$ cat config.mk
export PLATFORM = sky130hd
export DESIGN_NAME = bitmap_slot_allocator_next_fit_unit
export DESIGN_NICKNAME = d
export VERILOG_FILES = /design/src/design/bsa_pkg.sv /design/src/design/bsa_bitmap_ram.sv /design/src/design/bsa_word_scan.sv /design/src/design/bitmap_slot_allocator_next_fit_unit.sv
export SDC_FILE = /design/constraint.sdc
export NUM_CORES = 1
export LEC_CHECK = 0
export ABC_CLOCK_PERIOD_IN_PS = 8700
export BUFFER_PORTS_ARGS = -buffer_cell sky130_fd_sc_hd__buf_4
export CORE_UTILIZATION = 55
export DETAILED_ROUTE_END_ITERATION = 16
export PLACE_DENSITY_LB_ADDON = 0.12
export SYNTH_ARGS = -nofsm -noshare
export SYNTH_HDL_FRONTEND = slang
export SYNTH_HIERARCHICAL = 1
export SYNTH_SLANG_ARGS = --single-unit
$ cat constraint.sdc
create_clock -name clk_i -period 8.7 [get_ports clk_i]
set_input_delay 0.435 -clock clk_i [delete_from_list [all_inputs] [get_ports clk_i]]
set_output_delay 0.435 -clock clk_i [all_outputs]
set_load 0.1 [all_outputs]
$ cat src/design/bsa_pkg.sv
package bsa_pkg;

  localparam int unsigned ADDR_W = 48;
  localparam int unsigned SIZE_W = 31;
  localparam int unsigned TYPE_W = 2;
  localparam int unsigned STAT_W = 3;
  localparam int unsigned IDXO_W = 7;

  // Bitmap memory word: 32 slots per entry
  localparam int unsigned WORD_W = 32;
  localparam int unsigned BIT_W  = 5;

  localparam logic [TYPE_W-1:0] REQ_ALLOC  = 2'd0;
  localparam logic [TYPE_W-1:0] REQ_FREE   = 2'd1;
  localparam logic [TYPE_W-1:0] REQ_RESIZE = 2'd2;
  localparam logic [TYPE_W-1:0] REQ_NONE   = 2'd3;

  localparam logic [STAT_W-1:0] STAT_GRANTED    = 3'd0;
  localparam logic [STAT_W-1:0] STAT_PASS       = 3'd1;
  localparam logic [STAT_W-1:0] STAT_FULL       = 3'd2;
  localparam logic [STAT_W-1:0] STAT_FREED      = 3'd3;
  localparam logic [STAT_W-1:0] STAT_NOT_IN_POOL = 3'd4;
  localparam logic [STAT_W-1:0] STAT_KEPT       = 3'd5;
  localparam logic [STAT_W-1:0] STAT_MOVE       = 3'd6;

  typedef struct packed {
    logic             found;
    logic [BIT_W-1:0] pos;
  } scan_res_t;

endpackage

$ cat src/design/bsa_bitmap_ram.sv
module bsa_bitmap_ram #(
  parameter int unsigned WORDS = 4,
  parameter int unsigned WA_W  = 2
) (
  input  logic                      clk_i,
  input  logic                      rst_ni,
  input  logic                      rd_en_i,
  input  logic [WA_W-1:0]           rd_addr_i,
  output logic [bsa_pkg::WORD_W-1:0] rd_data_o,
  input  logic                      wr_en_i,
  input  logic [WA_W-1:0]           wr_addr_i,
  input  logic [bsa_pkg::WORD_W-1:0] wr_data_i
);
  import bsa_pkg::*;

  logic [WORD_W-1:0] mem [WORDS];
  logic [WORD_W-1:0] rdata_q;
  logic [WORDS-1:0]  vld_q;
  logic              rd_vld_q;

  always_ff @(posedge clk_i) begin
    if (wr_en_i) begin
      mem[wr_addr_i] <= wr_data_i;
    end
    if (rd_en_i) begin
      rdata_q <= mem[rd_addr_i];
    end
  end

  // An entry never written reads as all free
  always_ff @(posedge clk_i or negedge rst_ni) begin
    if (!rst_ni) begin
      vld_q    <= '0;
      rd_vld_q <= 1'b0;
    end else begin
      if (rd_en_i) begin
        rd_vld_q <= vld_q[rd_addr_i];
      end
      if (wr_en_i) begin
        vld_q[wr_addr_i] <= 1'b1;
      end
    end
  end

  assign rd_data_o = rd_vld_q ? rdata_q : '0;

endmodule

$ cat src/design/bsa_word_scan.sv
module bsa_word_scan (
  input  logic [bsa_pkg::WORD_W-1:0] word_i,
  input  logic [bsa_pkg::WORD_W-1:0] valid_mask_i,
  input  logic [bsa_pkg::BIT_W-1:0]  off_i,
  input  logic                       first_i,
  input  logic                       last_i,
  output bsa_pkg::scan_res_t         scan_o
);
  import bsa_pkg::*;

  logic [WORD_W-1:0] cand;

  // First pass takes bits at or above the pointer, the wrap pass those below it
  always_comb begin
    for (int unsigned b = 0; b < WORD_W; b++) begin
      cand[b] = ~word_i[b] & valid_mask_i[b]
              & (!first_i || (BIT_W'(b) >= off_i))
              & (!last_i  || (BIT_W'(b) <  off_i));
    end
  end

  always_comb begin
    scan_o.found = |cand;
    scan_o.pos   = '0;
    for (int b = WORD_W - 1; b >= 0; b--) begin
      if (cand[b]) begin
        scan_o.pos = BIT_W'(b);
      end
    end
  end

endmodule

$ cat src/design/bitmap_slot_allocator_next_fit_unit.sv
// Allocate searches the bitmap one memory word per cycle, starting at the search pointer's word
// and wrapping round to it again; the other requests do no search.
// Throughput: one request at a time; busy_o is high until its result strobe has been issued.
// The receiver cannot stall: each result is shown for one cycle with result_valid_o.
// Reset: every slot free, search pointer and pool_base zero; usage words read as zero
// until first written, so no clearing pass is needed.
module bitmap_slot_allocator_next_fit_unit #(
  parameter int unsigned SLOT_COUNT = 128,
  parameter int unsigned SLOT_SHIFT = 12
) (
  input  logic                       clk_i,
  input  logic                       rst_ni,
  input  logic                       start_i,
  output logic                       busy_o,
  input  logic [bsa_pkg::TYPE_W-1:0] req_type_i,
  input  logic [bsa_pkg::SIZE_W-1:0] req_size_i,
  input  logic [bsa_pkg::ADDR_W-1:0] block_address_i,
  input  logic                       cfg_valid_i,
  output logic                       cfg_ready_o,
  input  logic [bsa_pkg::ADDR_W-1:0] cfg_wdata_i,
  output logic                       result_valid_o,
  output logic [bsa_pkg::STAT_W-1:0] status_o,
  output logic [bsa_pkg::ADDR_W-1:0] slot_address_o,
  output logic [bsa_pkg::IDXO_W-1:0] slot_index_o
);
  import bsa_pkg::*;

  localparam int unsigned IDX_W     = $clog2(SLOT_COUNT);
  localparam int unsigned WORDS     = (SLOT_COUNT + WORD_W - 1) / WORD_W;
  localparam int unsigned WA_W      = (WORDS > 1) ? $clog2(WORDS) : 1;
  localparam int unsigned PE_W      = WA_W + BIT_W;
  localparam int unsigned PASS_W    = $clog2(WORDS + 1);
  localparam int unsigned LAST_BITS = SLOT_COUNT - (WORDS - 1) * WORD_W;
  localparam int unsigned IHI_W     = ADDR_W - SLOT_SHIFT;
  localparam logic [WORD_W-1:0] LAST_MASK  = {WORD_W{1'b1}} >> (WORD_W - LAST_BITS);
  localparam logic [SIZE_W-1:0] SLOT_BYTES = SIZE_W'(1) << SLOT_SHIFT;
  localparam logic [WA_W-1:0]   LAST_WORD  = WA_W'(WORDS - 1);

  typedef enum logic [2:0] {
    S_IDLE,
    S_DECODE,
    S_SCAN,
    S_GRANT,
    S_CLR_RD,
    S_CLR_WR
  } state_e;

  state_e            state_q, state_d;
  logic [TYPE_W-1:0] req_type_q, req_type_d;
  logic [SIZE_W-1:0] req_size_q, req_size_d;
  logic [ADDR_W-1:0] req_addr_q, req_addr_d;
  logic [ADDR_W-1:0] pool_base_q, pool_base_d;
  logic [IDX_W-1:0]  search_start_q, search_start_d;
  logic [IDX_W-1:0]  slot_q, slot_d;
  logic [WA_W-1:0]   scan_word_q, scan_word_d;
  logic [PASS_W-1:0] pass_q, pass_d;
  logic              res_valid_q, res_valid_d;
  logic [STAT_W-1:0] res_status_q, res_status_d;
  logic [ADDR_W-1:0] res_addr_q, res_addr_d;
  logic [IDXO_W-1:0] res_idx_q, res_idx_d;

  logic              rd_en, wr_en;
  logic [WA_W-1:0]   rd_addr, wr_addr;
  logic [WORD_W-1:0] rd_data, wr_data;

  logic [PE_W-1:0]   ptr_ext, slot_ext, found_ext;
  logic [WA_W-1:0]   ptr_word, slot_word, next_word;
  logic [BIT_W-1:0]  ptr_off, slot_bit;
  logic [ADDR_W:0]   diff;
  logic              in_pool;
  logic [IDX_W-1:0]  loc_slot, found_slot;
  logic [IDX_W:0]    ptr_sum;
  logic [IDX_W-1:0]  ptr_next;
  logic [WORD_W-1:0] valid_mask;
  logic              first_pass, last_pass;
  scan_res_t         scan;

  function automatic logic [IDXO_W-1:0] idx_out(input logic [IDX_W-1:0] s);
    logic [IDX_W+IDXO_W-1:0] e;
    e = (IDX_W + IDXO_W)'(s);
    return e[IDXO_W-1:0];
  endfunction

  bsa_bitmap_ram #(
    .WORDS (WORDS),
    .WA_W  (WA_W)
  ) u_ram (
    .clk_i     (clk_i),
    .rst_ni    (rst_ni),
    .rd_en_i   (rd_en),
    .rd_addr_i (rd_addr),
    .rd_data_o (rd_data),
    .wr_en_i   (wr_en),
    .wr_addr_i (wr_addr),
    .wr_data_i (wr_data)
  );

  bsa_word_scan u_scan (
    .word_i       (rd_data),
    .valid_mask_i (valid_mask),
    .off_i        (ptr_off),
    .first_i      (first_pass),
    .last_i       (last_pass),
    .scan_o       (scan)
  );

  always_comb begin
    ptr_ext    = PE_W'(search_start_q);
    ptr_word   = ptr_ext[PE_W-1:BIT_W];
    ptr_off    = ptr_ext[BIT_W-1:0];
    slot_ext   = PE_W'(slot_q);
    slot_word  = slot_ext[PE_W-1:BIT_W];
    slot_bit   = slot_ext[BIT_W-1:0];
    next_word  = (scan_word_q == LAST_WORD) ? '0 : scan_word_q + WA_W'(1);
    // Borrow out of the subtract flags an address below the pool
    diff       = {1'b0, req_addr_q} - {1'b0, pool_base_q};
    in_pool    = !diff[ADDR_W] && (diff[ADDR_W-1:SLOT_SHIFT] < IHI_W'(SLOT_COUNT));
    loc_slot   = diff[SLOT_SHIFT +: IDX_W];
    found_ext  = {scan_word_q, scan.pos};
    found_slot = found_ext[IDX_W-1:0];
    ptr_sum    = (IDX_W + 1)'(found_slot) + (IDX_W + 1)'(1);
    ptr_next   = (ptr_sum == (IDX_W + 1)'(SLOT_COUNT)) ? '0 : ptr_sum[IDX_W-1:0];
    valid_mask = (scan_word_q == LAST_WORD) ? LAST_MASK : '1;
    first_pass = (pass_q == '0);
    last_pass  = (pass_q == PASS_W'(WORDS));
  end

  always_comb begin
    state_d        = state_q;
    req_type_d     = req_type_q;
    req_size_d     = req_size_q;
    req_addr_d     = req_addr_q;
    pool_base_d    = pool_base_q;
    search_start_d = search_start_q;
    slot_d         = slot_q;
    scan_word_d    = scan_word_q;
    pass_d         = pass_q;
    res_valid_d    = 1'b0;
    res_status_d   = res_status_q;
    res_addr_d     = res_addr_q;
    res_idx_d      = res_idx_q;
    rd_en          = 1'b0;
    rd_addr        = '0;
    wr_en          = 1'b0;
    wr_addr        = '0;
    wr_data        = '0;

    if (cfg_valid_i && cfg_ready_o) begin
      pool_base_d = cfg_wdata_i;
    end

    unique case (state_q)
      S_IDLE: begin
        if (start_i) begin
          req_type_d = req_type_i;
          req_size_d = req_size_i;
          req_addr_d = block_address_i;
          state_d    = S_DECODE;
        end
      end
      S_DECODE: begin
        case (req_type_q) inside
          REQ_ALLOC: begin
            if (req_size_q == SLOT_BYTES) begin
              rd_en       = 1'b1;
              rd_addr     = ptr_word;
              scan_word_d = ptr_word;
              pass_d      = '0;
              state_d     = S_SCAN;
            end else begin
              res_valid_d  = 1'b1;
              res_status_d = STAT_PASS;
              res_addr_d   = '0;
              res_idx_d    = '0;
              state_d      = S_IDLE;
            end
          end
          REQ_FREE, REQ_RESIZE: begin
            slot_d = loc_slot;
            if (!in_pool) begin
              res_valid_d  = 1'b1;
              res_status_d = STAT_NOT_IN_POOL;
              res_addr_d   = '0;
              res_idx_d    = '0;
              state_d      = S_IDLE;
            end else if (req_type_q == REQ_RESIZE && req_size_q <= SLOT_BYTES) begin
              res_valid_d  = 1'b1;
              res_status_d = STAT_KEPT;
              res_addr_d   = req_addr_q;
              res_idx_d    = idx_out(loc_slot);
              state_d      = S_IDLE;
            end else begin
              state_d = S_CLR_RD;
            end
          end
          default: begin
            res_valid_d  = 1'b1;
            res_status_d = STAT_PASS;
            res_addr_d   = '0;
            res_idx_d    = '0;
            state_d      = S_IDLE;
          end
        endcase
      end
      S_SCAN: begin
        if (scan.found) begin
          wr_en          = 1'b1;
          wr_addr        = scan_word_q;
          wr_data        = rd_data | (WORD_W'(1) << scan.pos);
          slot_d         = found_slot;
          search_start_d = ptr_next;
          state_d        = S_GRANT;
        end else if (last_pass) begin
          res_valid_d  = 1'b1;
          res_status_d = STAT_FULL;
          res_addr_d   = '0;
          res_idx_d    = '0;
          state_d      = S_IDLE;
        end else begin
          // Fetch the next word while this one is checked
          rd_en       = 1'b1;
          rd_addr     = next_word;
          scan_word_d = next_word;
          pass_d      = pass_q + PASS_W'(1);
        end
      end
      S_GRANT: begin
        res_valid_d  = 1'b1;
        res_status_d = STAT_GRANTED;
        res_addr_d   = pool_base_q + (ADDR_W'(slot_q) << SLOT_SHIFT);
        res_idx_d    = idx_out(slot_q);
        state_d      = S_IDLE;
      end
      S_CLR_RD: begin
        rd_en   = 1'b1;
        rd_addr = slot_word;
        state_d = S_CLR_WR;
      end
      S_CLR_WR: begin
        wr_en        = 1'b1;
        wr_addr      = slot_word;
        wr_data      = rd_data & ~(WORD_W'(1) << slot_bit);
        res_valid_d  = 1'b1;
        res_status_d = (req_type_q == REQ_FREE) ? STAT_FREED : STAT_MOVE;
        res_addr_d   = '0;
        res_idx_d    = idx_out(slot_q);
        state_d      = S_IDLE;
      end
      default: begin
        state_d = S_IDLE;
      end
    endcase
  end

  always_ff @(posedge clk_i or negedge rst_ni) begin
    if (!rst_ni) begin
      state_q        <= S_IDLE;
      req_type_q     <= '0;
      req_size_q     <= '0;
      req_addr_q     <= '0;
      pool_base_q    <= '0;
      search_start_q <= '0;
      slot_q         <= '0;
      scan_word_q    <= '0;
      pass_q         <= '0;
      res_valid_q    <= 1'b0;
      res_status_q   <= '0;
      res_addr_q     <= '0;
      res_idx_q      <= '0;
    end else begin
      state_q        <= state_d;
      req_type_q     <= req_type_d;
      req_size_q     <= req_size_d;
      req_addr_q     <= req_addr_d;
      pool_base_q    <= pool_base_d;
      search_start_q <= search_start_d;
      slot_q         <= slot_d;
      scan_word_q    <= scan_word_d;
      pass_q         <= pass_d;
      res_valid_q    <= res_valid_d;
      res_status_q   <= res_status_d;
      res_addr_q     <= res_addr_d;
      res_idx_q      <= res_idx_d;
    end
  end

  assign busy_o         = (state_q != S_IDLE);
  assign cfg_ready_o    = (state_q == S_IDLE);
  assign result_valid_o = res_valid_q;
  assign status_o       = res_status_q;
  assign slot_address_o = res_addr_q;
  assign slot_index_o   = res_idx_q;

endmodule
==> impl_results.md, run 1 <==
- Hold WC Path Type: in -> reg
- Worst hold endpoint: pool_base_q[21]
- Dpl hpwl: 46.26 mm
- Worst r2r src: pass_q[0]
- Slew margin rel.: 26.23%
- Max Clock Skew: 0.03381 ns
- Global-route usage over all layers: 31.99%
- DP Area: 23,730 um2
- Vias per cell: 6.279
- Cell Pwr Density: 204.6 nW/um2
- Final wirelength: 64.30 mm
- Endpoints failing setup: 0
- Commonest non-fill, non-tap cells in the layout: 215 x dfrtp_1, 212 x buf_4, 199 x nand2_1
- DR vias: 17,790
- Fin Setup TNS: 0 ns
- First-pass GRT wire length: 101.5 mm
- Worst R2R End: slot_address_o[36]
- Most common cell after layout, fill and taps aside: dfrtp_1
- P_leak: 10.40 nW
- Pin count of the biggest net entering global routing: 95
- ANT nets after route: 0
- Nature of the critical path endpoint: register
- Filler cells: 3,130
- I/O pin count: 194
- Max_cap viols: 0
- Wire length per cell: 22.70 um
- Depth of the most critical reg-to-reg path: 14
- GPL Wtd Cong: 0.9644
- Total gr overflow: 0
- Pre-CTS WS: 3.048 ns
- Register area share after synthesis: 46.46%
- Critical Path Fanout Max: 39
- Hold Slack: 0.06262 ns
- Clock transition at path regs: 0.06 ns
- CP arrival: 6.24 ns
- Final Cycle Share: 66.77%
- Mapped Avg Cell Area: 10.34 um2
- Cell Count, Final, Fillers Out: 2,833
- Main synth FF type: dfrtp_1
- Layout Utilization: 64.22%
- Asr flop ratio synth: 57.33%
- Drt drc: 0
- Initial DRC count: 1,386
- Hold Startpoint: cfg_wdata_i[21]
- PostCTS Resize Cnt: 0
- Final setup margin: 2.891 ns
- RSZ-0062 raised after global routing: false
- TritonCTS clock tree: yes
- Post-CTS Hold Buffers: 1
- Critical path class: reg -> reg
- Number of nets in the layout: 2,482
- Core area: 39,010 um2
- Worst Tran Pin Value: 1.107 ns
- Total CTS buffers: 40
- Hold Path Cell Cnt: 3
- Die width: 201.7 um
- Peak supply drop: 0.1500 mV
- Row count: 72
- Clk_lat worst skew: 0.58 ns
- Die Ht: 201.7 um
- Proportion of layout cells with a drive suffix above 1: 21.00%
- Root Buffer: clkbuf_16
- CTS max path bufs: 3
- First-pass DRT Iterations: 6
- Outcome: complete, no violations
- Number of H-tree levels: 2
- Fmax: 0.1722 GHz
- Post-CTS Setup Repair Bufs: 0
- Initial Utilization: 56.20%
- Placed cell count: 2,757
- #FFs+latches synth: 375
- Worst EP required: 9.14 ns
- Cell Area, Synth: 21,920 um2
- Post-synth cell types: 103
- IO Port Bufs: 193
- CTS Sinks: 375
- Yosys warning total: 6
- Post-route cell area: 25,050 um2
- Vias in the first global route: 17,880
- Final hold viol count: 0
- R2R Setup Slk: 2.89 ns
- Post-synth EDFFs: 160
- Pwr Total: 5.125 mW
- CP Launch Type: register
- Mapped Cells: 2,121
- Die footprint: 40,660 um2
- Area Growth Syn to Fin: 14.27%
- Fin crit period: 5.809 ns
- Initial antenna violation count: 0
- Pins over their slew limit: 0
==> worst max-delay path by stage <==
| stage | end | start |
|---|---|---|
| 2_1_floorplan | u_ram/mem[0][0] | pass_q[0] |
| 3_3_place_gp | slot_address_o[32] | pass_q[0] |
| 3_5_place_dp | slot_address_o[42] | pass_q[0] |
| 4_1_cts | slot_address_o[26] | pass_q[0] |
| 5_1_grt | slot_address_o[34] | pass_q[0] |
| 6_report | slot_address_o[36] | pass_q[0] |
==> synthesized netlist by cell type (39+ instances only) <==
master / n / area share, %
dfrtp_1: 215 / 25
nand2_1: 199 / 3.4
o21ai_0: 181 / 4.1
edfxtp_1: 160 / 22
mux2_2: 131 / 6.7
a21oi_1: 121 / 2.8
nor2_1: 120 / 2.1
inv_1: 91 / 1.6
clkbuf_1: 89 / 1.5
ha_1: 66 / 3.8
nor3_1: 61 / 1.4
nand3_1: 48 / 1.1
and2_1: 39 / 1.1
xnor2_1: 39 / 1.6
==> report_power, final <==
part	total, mW	internal [mW]	switching, mW
Combinational	1.36	0.500	0.858
Clock	1.69	0.964	0.729
Sequential	2.07	1.94	0.134
==> routing by layer <==
layer  global-route usage (%)  vias to the layer above  routed length, um
met1                    40.91                     8743              26030
li1                         -                     8216                  -
met2                    54.24                      660              31730
met3                    3.725                      168               3480
met4                    15.15                        0               3063
met5                        0                        -                  0
==> cell type report <==
cell class,count,area [um2],area share (%)
sequential,375,10180,40.66
clock buffer,56,1111,4.435
tap,518,648.1,2.587
inverter,92,345.3,1.378
multi-input combinational,1559,10950,43.70
antenna,1,2.502,0.009989
clock inverter,18,195.2,0.7791
timing repair buffer,214,1617,6.453
==> critical path: stages (launching register included) <==
cell and delay [ns]:
dfrtp_1 0.40, inv_1 0.07, ha_1 0.14, nor2b_2 0.83, inv_1 0.31, o311ai_1 0.52
nand3b_1 0.19, nor4_1 0.51, nand3b_1 0.36, nor2_1 0.18, a21oi_1 0.09, and3_1 0.20
a21oi_4 0.72, buf_4 0.67, mux2_2 0.41
==> flip-flops by register name, indices dropped and copies added, names as in the netlist <==
register        cells
req_addr_q         48
slot_ext            7
result_valid_o      1
slot_address_o     48
u_ram/vld_q         4
slot_index_o        7
pool_base_q        48
req_size_q         31
state_q             3
scan_word_q         2
req_type_q          2
pass_q              3
ptr_ext             7
u_ram/mem         128
u_ram/rd_vld_q      1
u_ram/rdata_q      32
status_o            3
==> logic make-up (layout without fill, tap and decap cells) <==
logic type,Yosys count,in the layout,share of synthesized area [%]
xor+xnor,44,44,1.758
mux,183,183,11.17
other cells,1,38,0.01710
buf+inv,223,380,4.412
fa+ha+maj,67,67,3.858
compound gates,573,573,17.28
flops,375,375,46.46
simple gates,655,655,15.05
Note: power is estimated with default switching activity, not from simulation.
==> run 2, diff against run 1 <==
--- a/config.mk
+++ b/config.mk
@@ -5,7 +5,8 @@
 export SDC_FILE = /design/constraint.sdc
 export NUM_CORES = 1
 export LEC_CHECK = 0
-export ABC_CLOCK_PERIOD_IN_PS = 8700
+export ABC_AREA = 1
+export ABC_CLOCK_PERIOD_IN_PS = 5550
 export BUFFER_PORTS_ARGS = -buffer_cell sky130_fd_sc_hd__buf_4
 export CORE_UTILIZATION = 55
 export DETAILED_ROUTE_END_ITERATION = 16
==> constraint.sdc (replaced) <==
create_clock -name clk_i -period 5.55 [get_ports clk_i]
set_input_delay 0.2775 -clock clk_i [delete_from_list [all_inputs] [get_ports clk_i]]
set_output_delay 0.2775 -clock clk_i [all_outputs]
set_load 0.1 [all_outputs]
==> run 2 against run 1 <==
Worst setup slack worse by 2.2 ns. Wire length rose by 29%. Non-clock buffer count grew 135. Count of clock-buffer cells in the layout down 1. Die area grew 5.3%. Global-route usage up 7.0 points. Cell area rose by 11%. Sequential share of layout area shrank 3.9 points. Cell count grew 39%. Core utilization grew 3.2 points.
==> impl_results.md, run 2 <==
- Outcome: complete, no violations (unchanged)
- Crit-path max cell delay: 0.57 ns (was 0.83 ns)
- Main synth FF type: dfrtp_1 (unchanged)
- Initial DRC count: 2,223 (was 1,386)
- Pin count of the biggest net entering global routing: 110 (was 95)
- Part of the power in the clock network: 18.2% (was 33.0%)
- Dpl hpwl: 59.49 mm (was 46.26 mm)
- Fin Setup TNS: 0 ns (unchanged)
- DR vias: 23,160 (was 17,790)
- Final Cycle Share: 88.16% (was 66.77%)
- Synth area leader: dfrtp_1 (unchanged)
- Number of H-tree levels: 2 (unchanged)
- GPL Wtd Cong: 0.9972 (was 0.9644)
- Count leader, synth: nand2_1 (was dfrtp_1)
- Placed cell count: 3,741 (was 2,757)
- Hold WC Path Type: in -> reg (unchanged)
- Pwr Total: 14.68 mW (was 5.125 mW)
- Critical Path Fanout Max: 66 (was 39)
- Core area: 41,110 um2 (was 39,010 um2)
- Depth of the most critical reg-to-reg path: 22 (was 14)
- Worst r2r src: pass_q[0] (unchanged)
- Yosys warning total: 6 (unchanged)
- Comb pwr share: 54.3% (was 26.5%)
- Die footprint: 42,810 um2 (was 40,660 um2)
- Row count: 74 (was 72)
- Max Clock Skew: 0.02265 ns (was 0.03381 ns)
- Number of nets in the layout: 3,574 (was 2,482)
- Worst Tran Pin Value: 1.192 ns (was 1.107 ns)
- Switching power: 7.336 mW (was 1.721 mW)
- WP buf/inv: 6 (was 3)
- Vias in the first global route: 22,660 (was 17,880)
- ANT nets after route: 0 (unchanged)
- Global-route usage over all layers: 38.99% (was 31.99%)
- Synth area leaders: dfrtp_1 23%, edfxtp_1 21%, nand2_1 14%, inv_1 6.6%, nor2_1 5.6% (was dfrtp_1 25%, edfxtp_1 22%, mux2_2 6.7%, o21ai_0 4.1%, ha_1 3.8%)
- CTS Sinks: 375 (unchanged)
- Worst path slowest cell: nor4_1 (was nor2b_2)
- Die width: 206.9 um (was 201.7 um)
- Pins over their slew limit: 0 (unchanged)
- Slew margin rel.: 20.35% (was 26.23%)
- Register area share after synthesis: 44.10% (was 46.46%)
- Int Power: 7.342 mW (was 3.404 mW)
- Critical path class: reg -> reg (unchanged)
- Sequential fraction of design power: 27.5% (was 40.5%)
- DP Area: 25,160 um2 (was 23,730 um2)
- Clock transition at path regs: 0.07 ns (was 0.06 ns)
- Cell Pwr Density: 529.9 nW/um2 (was 204.6 nW/um2)
- Post-synth EDFFs: 160 (unchanged)
- Total gr overflow: 0 (unchanged)
- Max FFs per register: 128 (unchanged)
- Most flops, register: u_ram/mem (unchanged)
- Post-route cell area: 27,700 um2 (was 25,050 um2)
- Cell Count, Final, Fillers Out: 3,937 (was 2,833)
- Post-synth cell types: 57 (was 103)
- Total CTS buffers: 39 (was 40)
- IO Port Bufs: 193 (unchanged)
- Wire length per cell: 21.15 um (was 22.70 um)
- Nature of the critical path endpoint: register (unchanged)
- Crit path cell chain: inv_1 -> ha_1 -> nand2_1 -> inv_1 -> inv_1 -> nor2_1 -> inv_1 -> o21ai_1 -> nor3_1 -> and3_1 -> nor4_1 -> nand2_1 -> nor2_1 -> nand3_1 -> nor2_1 -> nand2_1 -> inv_1 -> a22oi_1 -> o21ai_4 -> buf_4 -> o21ai_0 -> o22ai_1 (was inv_1 -> ha_1 -> nor2b_2 -> inv_1 -> o311ai_1 -> nand3b_1 -> nor4_1 -> nand3b_1 -> nor2_1 -> a21oi_1 -> and3_1 -> a21oi_4 -> buf_4 -> mux2_2)
- CP arrival: 5.32 ns (was 6.24 ns)
- Die Ht: 206.9 um (was 201.7 um)
- Worst R2R End: u_ram/rdata_q[2] (was slot_address_o[36])
- Worst path most repeated cell: inv_1
- Final wirelength: 83.26 mm (was 64.30 mm)
- Critical Path Start: pass_q[0] (unchanged)
- Proportion of layout cells with a drive suffix above 1: 12.31% (was 21.00%)
- Vias per cell: 5.883 (was 6.279)
- Crit. path cell count: 22 (was 14)
- Commonest non-fill, non-tap cells in the layout: 836 x nand2_1, 406 x inv_1, 334 x nor2_1 (was 215 x dfrtp_1, 212 x buf_4, 199 x nand2_1)
- First-pass GRT wire length: 126.4 mm (was 101.5 mm)
- Asr flop ratio synth: 57.33% (unchanged)
- Worst EP required: 5.97 ns (was 9.14 ns)
- Net Sw Frac: 49.98% (was 33.59%)
- Mapped Cells: 3,062 (was 2,121)
- Drt drc: 0 (unchanged)
- Hold Slack: 0.02440 ns (was 0.06262 ns)
- CTS max path bufs: 3 (unchanged)
- Most frequent cells after synthesis: 838 x nand2_1, 406 x inv_1, 342 x nor2_1, 215 x dfrtp_1 (was 215 x dfrtp_1, 199 x nand2_1, 181 x o21ai_0, 160 x edfxtp_1, 131 x mux2_2)
- First-pass DRT Iterations: 8 (was 6)
- Initial antenna violation count: 1 (was 0)
- R2R Setup Slk: 0.66 ns (was 2.89 ns)
- Mapped Avg Cell Area: 7.542 um2 (was 10.34 um2)
- Max_cap viols: 0 (unchanged)
- Crit path to: u_ram/rdata_q[2] (was slot_address_o[36])
- Cell Area, Synth: 23,090 um2 (was 21,920 um2)
- Synth top area share: 23.30% (was 24.54%)
- Fin crit period: 4.893 ns (was 5.809 ns)
- Delay-heaviest family, CP: simple AND/OR/NAND/NOR gates (unchanged)
- P_leak: 13.64 nW (was 10.40 nW)
- Most common cell after layout, fill and taps aside: nand2_1 (was dfrtp_1)
- I/O pin count: 194 (unchanged)
- Clk_lat worst skew: 0.59 ns (was 0.58 ns)
- RSZ-0062 raised after global routing: false (unchanged)
- Fmax: 0.2044 GHz (was 0.1722 GHz)
- TritonCTS clock tree: yes (unchanged)
- PostCTS Resize Cnt: 0 (unchanged)
- Final hold viol count: 0 (unchanged)
- Area Growth Syn to Fin: 19.95% (was 14.27%)
- Root Buffer: clkbuf_16 (unchanged)
- Post-CTS Setup Repair Bufs: 0 (unchanged)
- #FFs+latches synth: 375 (unchanged)
- Initial Utilization: 56.17% (was 56.20%)
- CP Launch Type: register (unchanged)
- Peak supply drop: 0.3339 mV (was 0.1500 mV)
- Endpoints failing setup: 0 (unchanged)
## run 2: area by class of cell
class / count / area (um2)
Antenna cell: 1 / 2.502
Multi-Input combinational cell: 2182 / 10950
Timing Repair Buffer: 349 / 3000
Inverter: 427 / 1603
Fill cell: 3364 / 13410
Clock inverter: 16 / 187.7
Tap cell: 532 / 665.6
Sequential cell: 375 / 10180
Clock buffer: 55 / 1106
## run 2: how the worst min path moves through the flow
stage	cells past startpoint	startpoint	end	slack, ns
finish	3	cfg_wdata_i[43]	pool_base_q[43]	0.02
global route	3	cfg_wdata_i[43]	pool_base_q[43]	0.03
CTS	3	cfg_wdata_i[45]	pool_base_q[45]	0.01
detailed placement	1	rst_ni	slot_address_o[0]	0.38
global placement	1	rst_ni	req_addr_q[0]	0.37
floorplan	0	rst_ni	pass_q[0]	-0.02
## run 2: cells by family (layout without fill, tap and decap cells)
kind of cell | count (synthesis) | after routing | synth area share (%)
other | 1 | 33 | 0.01624
xor gates and xnor gates | 11 | 11 | 0.4172
muxes | 71 | 71 | 3.462
AOI/OAI and AO/OA | 447 | 447 | 10.73
DFF | 375 | 375 | 44.10
and+or+nand+nor | 1554 | 1554 | 28.29
buffers and inverters | 536 | 847 | 9.319
adders and majority gates | 67 | 67 | 3.663
## run 2: per-layer routing
metal	share of wire [%]	up-vias	routed length [um]	GRT usage, %
met3	7.2	307	6035	5.400
li1	-	10650	-	-
met4	6.4	0	5301	22.42
met2	48	1231	40360	66.44
met5	0	-	0	0
met1	38	10970	31560	47.32
## run 2: timing repair
action,CTS,global route
hold buffers,124,0
endpoints found under the hold margin,231,0
endpoints found under the setup margin,0,0
## run 2: tightest hold or removal path: stages
cell     delay [ns]
buf_4          0.08
nor2_1         0.07
a21oi_1        0.12
## run 2: metrics by stage
stage | utilization, % | setup slack [ns]
2_1_floorplan | - | 0.7153
3_5_place_dp | 61.21 | 0.7525
4_1_cts | 67.37 | 0.7334
6_report | 67.38 | 0.6572
3_3_place_gp | 61.21 | 0.9702
5_1_grt | 67.38 | 0.08843
## run 2: power by group through the flow
stage	Combinational (mW)	Clock, mW	Sequential (mW)
3_5_place_dp	7.61	0	4.04
5_1_grt	8.73	2.79	4.08
4_1_cts	7.74	2.68	3.99
2_1_floorplan	5.33	0	3.85
3_3_place_gp	7.52	0	4.01
6_report	7.97	2.67	4.04
